==> config.mk <==
export PLATFORM = sky130hd
export DESIGN_NAME = swbe_ctrl
export DESIGN_NICKNAME = d
export VERILOG_FILES = /design/src/design/sliding_window_byte_entropy_defines.svh /design/src/design/swbe_pkg.sv /design/src/design/swbe_ctrl.sv
export SDC_FILE = /design/constraint.sdc
export NUM_CORES = 1
export LEC_CHECK = 0
export BUFFER_PORTS_ARGS = -buffer_cell sky130_fd_sc_hd__buf_2
export CAP_MARGIN = 20
export CORE_MARGIN = 4
export CORE_UTILIZATION = 46
export CTS_CLUSTER_DIAMETER = 120
export CTS_CLUSTER_SIZE = 12
export DETAILED_ROUTE_END_ITERATION = 16
export HOLD_SLACK_MARGIN = 0.15
export PLACE_DENSITY = 0.69
export SLEW_MARGIN = 20
export SYNTH_ARGS = -nofsm -noshare
export SYNTH_HDL_FRONTEND = slang
export SYNTH_SLANG_ARGS = --single-unit
==> constraint.sdc <==
create_clock -name clk -period 1.5 [get_ports clk]
set_input_delay 0.3 -clock clk [delete_from_list [all_inputs] [get_ports clk]]
set_output_delay 0.3 -clock clk [all_outputs]
set_load 0.02 [all_outputs]
==> src/design/sliding_window_byte_entropy_defines.svh <==
// Assertion macros used by the top-level design file.
`ifndef SLIDING_WINDOW_BYTE_ENTROPY_DEFINES_SVH
`define SLIDING_WINDOW_BYTE_ENTROPY_DEFINES_SVH
`ifndef SYNTH
// Same-cycle implication.
`define SWBE_ASSERT_NOW(label, clk, rst_n, ante, cons) \
  label: assert property (@(posedge clk) disable iff (!rst_n) (ante) |-> (cons)) \
    else $error("swbe assertion failed");
// Next-cycle implication.
`define SWBE_ASSERT_NEXT(label, clk, rst_n, ante, cons) \
  label: assert property (@(posedge clk) disable iff (!rst_n) (ante) |=> (cons)) \
    else $error("swbe assertion failed");
`else
`define SWBE_ASSERT_NOW(label, clk, rst_n, ante, cons)
`define SWBE_ASSERT_NEXT(label, clk, rst_n, ante, cons)
`endif
`endif

==> src/design/swbe_pkg.sv <==
`timescale 1ns / 1ps
`default_nettype none
package swbe_pkg;

  localparam int MAX_WINDOW_LOG2_DEF = 10;
  localparam int FRACTION_BITS_DEF   = 16;
  localparam int MANT_BITS           = 30;
  localparam int CFG_W               = 4;
  localparam logic [CFG_W-1:0] WLOG2_RESET = 4'd8;

  // Commands from the controller to the datapath.
  typedef struct packed {
    logic accept;    // take a beat, clear on start
    logic check;     // decide full, load divider, read ring
    logic div_step;  // one quotient bit
    logic h_rd;      // read histogram bin
    logic h_lk;      // look up the two table terms
    logic h_wr;      // write bin and running sum
    logic h_up;      // 1 = insert new byte, 0 = remove old byte
    logic emit;      // load the result register
  } swbe_cmd_t;

  // Status from the datapath to the controller.
  typedef struct packed {
    logic full;
    logic div_last;
    logic out_free;
  } swbe_stat_t;

  // c * log2(c) in fixed point with fb fraction bits, log2(0) = log2(1) = 0.
  // The fraction comes from repeated squaring of a Q30 mantissa.
  function automatic logic [63:0] xlogx(input int c, input int fb);
    int n;
    logic [63:0] m;
    logic [63:0] frac;
    n    = 0;
    frac = '0;
    if (c <= 1) begin
      return '0;
    end
    for (int i = 1; i < 31; i++) begin
      if ((c >> i) != 0) n = i;
    end
    m = 64'(c) << (MANT_BITS - n);
    for (int b = fb - 1; b >= 0; b--) begin
      m = (m * m) >> MANT_BITS;
      if (m >= (64'd2 << MANT_BITS)) begin
        m = m >> 1;
        frac = frac | (64'd1 << b);
      end
    end
    return 64'(c) * ((64'(n) << fb) | frac);
  endfunction

endpackage
`default_nettype wire

==> src/design/swbe_ctrl.sv <==
`timescale 1ns / 1ps
`default_nettype none
module swbe_ctrl
  import swbe_pkg::*;
(
  input  wire        clk,
  input  wire        rst_n,
  input  wire        in_valid,
  output logic       in_stall,
  input  swbe_stat_t stat,
  output swbe_cmd_t  cmd
);

  typedef enum logic [9:0] {
    ST_IDLE   = 10'b0000000001,
    ST_CHECK  = 10'b0000000010,
    ST_DIV    = 10'b0000000100,
    ST_REM_RD = 10'b0000001000,
    ST_REM_LK = 10'b0000010000,
    ST_REM_WR = 10'b0000100000,
    ST_ADD_RD = 10'b0001000000,
    ST_ADD_LK = 10'b0010000000,
    ST_ADD_WR = 10'b0100000000,
    ST_EMIT   = 10'b1000000000
  } state_t;

  state_t state_r, state_nxt;
  logic   emit_pend_r, emit_pend_nxt;

  // Input is taken only between beats.
  assign in_stall = (state_r != ST_IDLE);

  // Next state and commands.
  always_comb begin
    state_nxt     = state_r;
    emit_pend_nxt = emit_pend_r;
    cmd           = '0;
    unique case (state_r)
      ST_IDLE: begin
        if (in_valid) begin
          cmd.accept = 1'b1;
          state_nxt  = ST_CHECK;
        end
      end
      ST_CHECK: begin
        cmd.check     = 1'b1;
        emit_pend_nxt = stat.full;
        state_nxt     = stat.full ? ST_DIV : ST_ADD_RD;
      end
      ST_DIV: begin
        cmd.div_step = 1'b1;
        if (stat.div_last) state_nxt = ST_REM_RD;
      end
      ST_REM_RD: begin
        cmd.h_rd  = 1'b1;
        state_nxt = ST_REM_LK;
      end
      ST_REM_LK: begin
        cmd.h_lk  = 1'b1;
        state_nxt = ST_REM_WR;
      end
      ST_REM_WR: begin
        cmd.h_wr  = 1'b1;
        state_nxt = ST_ADD_RD;
      end
      ST_ADD_RD: begin
        cmd.h_rd  = 1'b1;
        cmd.h_up  = 1'b1;
        state_nxt = ST_ADD_LK;
      end
      ST_ADD_LK: begin
        cmd.h_lk  = 1'b1;
        cmd.h_up  = 1'b1;
        state_nxt = ST_ADD_WR;
      end
      ST_ADD_WR: begin
        cmd.h_wr  = 1'b1;
        cmd.h_up  = 1'b1;
        state_nxt = emit_pend_r ? ST_EMIT : ST_IDLE;
      end
      ST_EMIT: begin
        if (stat.out_free) begin
          cmd.emit  = 1'b1;
          state_nxt = ST_IDLE;
        end
      end
      default: state_nxt = ST_IDLE;
    endcase
  end

  // State registers.
  always_ff @(posedge clk) begin
    if (!rst_n) begin
      state_r     <= ST_IDLE;
      emit_pend_r <= 1'b0;
    end else begin
      state_r     <= state_nxt;
      emit_pend_r <= emit_pend_nxt;
    end
  end

endmodule
`default_nettype wire

# Word-level counts from Yosys, hierarchy flattened
# Index checks and enable logic that the tools add are counted.
# Widths: inputs -> output; s select.
dict set report word_totals {
  ff_bits 11
  out_inout_bits 9
  wordCells 37
}
dict set report classes {
  n_eq_ne 14
  muxes 16
  n_reduce_logical 5
}
# operator n
set op_table {}
lappend op_table {{$pmux 10 s10} 1}
lappend op_table {{$mux 10} 4}
lappend op_table {{$eq 10x1->1 const B} 1}
lappend op_table {{$eq 10x10->1 const B} 1}
lappend op_table {{$eq 10x2->1 const B} 1}
lappend op_table {{$eq 10x3->1 const B} 1}
lappend op_table {{$eq 10x4->1 const B} 1}
lappend op_table {{$eq 10x5->1 const B} 1}
lappend op_table {{$eq 10x6->1 const B} 1}
lappend op_table {{$eq 10x7->1 const B} 1}
lappend op_table {{$eq 10x8->1 const B} 1}
lappend op_table {{$eq 10x9->1 const B} 1}
lappend op_table {{$mux 1} 10}
lappend op_table {{$ne 10x1->1 const B} 1}
lappend op_table {{$mux 7} 1}
lappend op_table {{$ne 2x2->1 const B} 3}
lappend op_table {{$reduce_or 2->1} 3}
lappend op_table {{$reduce_and 3->1} 1}
lappend op_table {{$reduce_or 3->1} 1}

# Logic depth before layout (Yosys ltp)
dict set report depth {
  word_depth 3
  ltp_mapped 7
}

# Worst setup path after synthesis
# OpenSTA, ideal clock, no wires.
dict set report synth_path {
  path_kind {flip-flop to output port}
  start {reg state_r[0]}
  end {out cmd[3] (netlist name)}
  arrival_ps 1398
  t_required_ps 1200
  slack_ps -198
  stages_incl_launch_ff 5
  path_buffers 0
  cell_sequence {dfxtp_1 > nor4_2 > nor3b_2 > nand2_1 > nor2_1}
}
# item line_no
set synth_rtl {}
lappend synth_rtl {{start, declared} swbe_ctrl.sv:27} ;# state_t state_r, state_nxt;
lappend synth_rtl {{start signal, assigned} swbe_ctrl.sv:97} ;# state_r <= state_nxt;
lappend synth_rtl {{end, declared} swbe_ctrl.sv:11} ;# output swbe_cmd_t cmd

==> flow_summary.ini <==
[die]
ios = 15
core-area_mm2 = 0.001489
die_h_um = 47.55
initial_utilization_pct = 48.32
die_area_mm2 = 0.002261
placement_rows = 14
dieWidth_um = 47.55

[worst_setup_path]
master_of_the_slowest_instance_on_the_critical_path = sky130_fd_sc_hd__dfxtp_2
cp.arrival_ns = 1.67
critical_path.top_delay_family = simple AND/OR/NAND/NOR gates
timing.critical_path.required_ns = 1.20
cp-start-kind = flop
critical_path.endpoint_type = output port
reg2reg_setup_slack_ns = -0.09
critical_path_buf_inv_count = 1
crit_chain = nor4_4 > nor3b_4 > nand4b_1 > a21bo_4 > buf_6
crit_path_max_fanout = 4
setup.worst_path.class = reg -> out
largest_stage_delay_worst_path_ns = 0.34

[cells_and_area]
finish.utilization_pct = 77.48
final_layout_size_suffix_gt1_share_pct = 63.79
number_of_antenna_repair_diodes = 0
finish.net_count = 123
layout-area-overhead-vs-synth_pct = 60.35

[sta]
setup_skew_after_layout_ns = 0.005160
count_of_final_setup_violators = 19
fmax_mhz = 507.6
max-slew-margin-rel_pct = 81.24
final_critical_delay_including_setup_and_external_delays_ns = 1.970
postLayoutSetupSlackWorst_ns = -0.4702
tightest_slew_ns = 0.2792
slew_viol_final = 0
timing.final.hold_violations = 0
timing.final.crit_share_pct = 131.3
rsz_0062_raised_after_global_routing = yes

[placed_design]
finalWeightedCongestion = 0.7833
detailedPlacementHpwl_um = 1296
port_buffers = 14

[detailed_routing]
postRouteWirelength_um = 2035
drt_iter0_markers = 11
detail_route.drc_violations = 0
vias_per_cell = 5.614
detailroute.via_count = 741
antenna_left = 0
drtPass1Iterations = 4
detail_route.wl_per_cell_um = 15.42

[synthesis]
synth.yosys.warnings = 0
mapped_area_um2 = 719.4
share_of_the_synthesized_area_in_the_top_cell_type_pct = 30.61
syn_nets = 85
synth_top_family_by_area = simple AND/OR/NAND/NOR gates
yosys_most_used_dff = sky130_fd_sc_hd__dfxtp_1
synth.area.top_cells = sky130_fd_sc_hd__dfxtp_1 31%, sky130_fd_sc_hd__nor2_1 5.2%, sky130_fd_sc_hd__a21oi_1 3.5%, sky130_fd_sc_hd__o21ai_0 3.5%, sky130_fd_sc_hd__and2b_1 3.1%
synth_xor_xnor_area_share_pct = 3.652
synth_adder_area_share_pct = 0
synthesis.area_per_instance_um2 = 9.107
flip_flop_and_latch_count_after_synthesis = 11
ffs_w_async_s_r_synth_pct = 0
portion_of_the_post_synthesis_area_used_by_sequential_elements_pct = 30.61
post_synth_inst_count = 79
synth.mux.area_fraction_pct = 0
synth_cell_types = 35
synth_common_cells = 11 x sky130_fd_sc_hd__dfxtp_1, 10 x sky130_fd_sc_hd__nor2_1, 5 x sky130_fd_sc_hd__a21oi_1, 5 x sky130_fd_sc_hd__o21ai_0, 4 x sky130_fd_sc_hd__nor3_1
synth_enable_flop_cells = 0
synthDominantAreaCellType = sky130_fd_sc_hd__dfxtp_1
synth-compound-area-share_pct = 15.83
synthMostInstantiatedCell = sky130_fd_sc_hd__dfxtp_1
synth_simple_gate_area_share_pct = 44.52

[pwr]
power_per_cell_area_mw_per_mm2 = 811.7
power.ir.vdd_worst_uv = 606.7
static-leakage-power_nw = 0.5000
power.total_w = 0.0009363

[clock_tree]
worst_setup_hold_path_clk_slew_ns = 0.07
clock_tree_from_tritoncts = built
clk_path_buf_depth = 2
clock_sink_total = 11
cts-buffers-inserted = 3
cts_max_level = 1
ctsRootBufferMaster = sky130_fd_sc_hd__clkbuf_4
clock_latency_ns = 0.27

[global_routing]
via_count_of_the_first_global_routing_pass = 712
global_route.overflow_total = 0
grt_antenna_before_repair = 0
grt_start_max_net_pins = 8
gr-usage-all-layers_pct = 20.11
wire_length_of_the_first_global_routing_pass_um = 3180

[run]
cap_viol_max_count = 0

[status]
status = complete, but fails checks
failed_checks = setup timing

[hold_path]
min_path_type = in -> reg
## routing by layer
layer,part of all wire [%],wire length [um],up-vias,GRT usage (%)
li1,-,-,363,-
met5,0,0,-,0
met4,0.49,10,0,3.226
met1,39,803,356,24.21
met2,55,1118,20,34.76
met3,5.0,102,2,7.519
## cells in the final DEF, fill, tap and decap left out, types with 4 or more instances in the layout
master,count
sky130_fd_sc_hd__buf_2,5
sky130_fd_sc_hd__buf_4,19
sky130_fd_sc_hd__buf_6,12
sky130_fd_sc_hd__dfxtp_1,5
sky130_fd_sc_hd__dfxtp_2,5
sky130_fd_sc_hd__nor2_1,4
sky130_fd_sc_hd__nor2_2,4
sky130_fd_sc_hd__o21ai_0,4
## sequential cells by signal, summed over array words and instances, names as in the netlist
register,cells
state_r,10
emit_pend_r,1
## power breakdown
group | leakage (nW) | internal, W | switching (W)
clock network | 0.0177 | 0.0000989 | 0.000105
registers | 0.0915 | 0.000308 | 0.0000152
logic | 0.391 | 0.000215 | 0.000193
total | 0.500 | 0.000622 | 0.000314
## layout make-up
class | count | area [um2]
multi-input combinational | 62 | 561.8
tap | 16 | 20.02
clock inverter | 1 | 5.005
timing repair buffer | 36 | 302.8
inverter | 3 | 11.26
clock buffer | 3 | 22.52
fill | 93 | 335.3
sequential | 11 | 230.2
## path summary, 6_finish.rpt
path / startpoint / end / depth (start not counted)
max: state_r[1] / cmd[4] / 5
min: stat[1] / state_r[3] / 2
max reg2reg: state_r[8] / state_r[0] / 7
min reg2reg: emit_pend_r / emit_pend_r / 4
## stage by stage
step | cell area (um2) | std cells | TNS (ns) | setup WS [ns] | hold WS (ns)
global placement | 934.6 | 123 | -0.8567 | -0.1948 | 0.5452
global route | 1154 | 132 | -5.319 | -0.6074 | 0.2741
detailed placement | 934.6 | 123 | -1.085 | -0.2389 | 0.5433
CTS | 1086 | 131 | -3.271 | -0.4309 | 0.2578
floorplan | 747.0 | 79 | -0.7778 | -0.09701 | 0.4282
finish | 1154 | 132 | -3.676 | -0.4702 | 0.2595
## cells by family (layout without fill, tap and decap cells)
| family | after synthesis | count (layout) |
|---|---|---|
| XOR/XNOR | 3 | 3 |
| flip-flops | 11 | 11 |
| AO/OA/AOI/OAI | 16 | 16 |
| AND/OR/NAND/NOR | 43 | 43 |
| buffers and inverters | 6 | 43 |
## timing repair
action | CTS | global route
pin swaps | 8 | 7
setup buffers | 4 | 1
hold buffers | 0 | 0
gates resized for setup | 30 | 15
endpoints found under the setup margin | 17 | 19
Note: power is estimated with default switching activity, not from simulation.
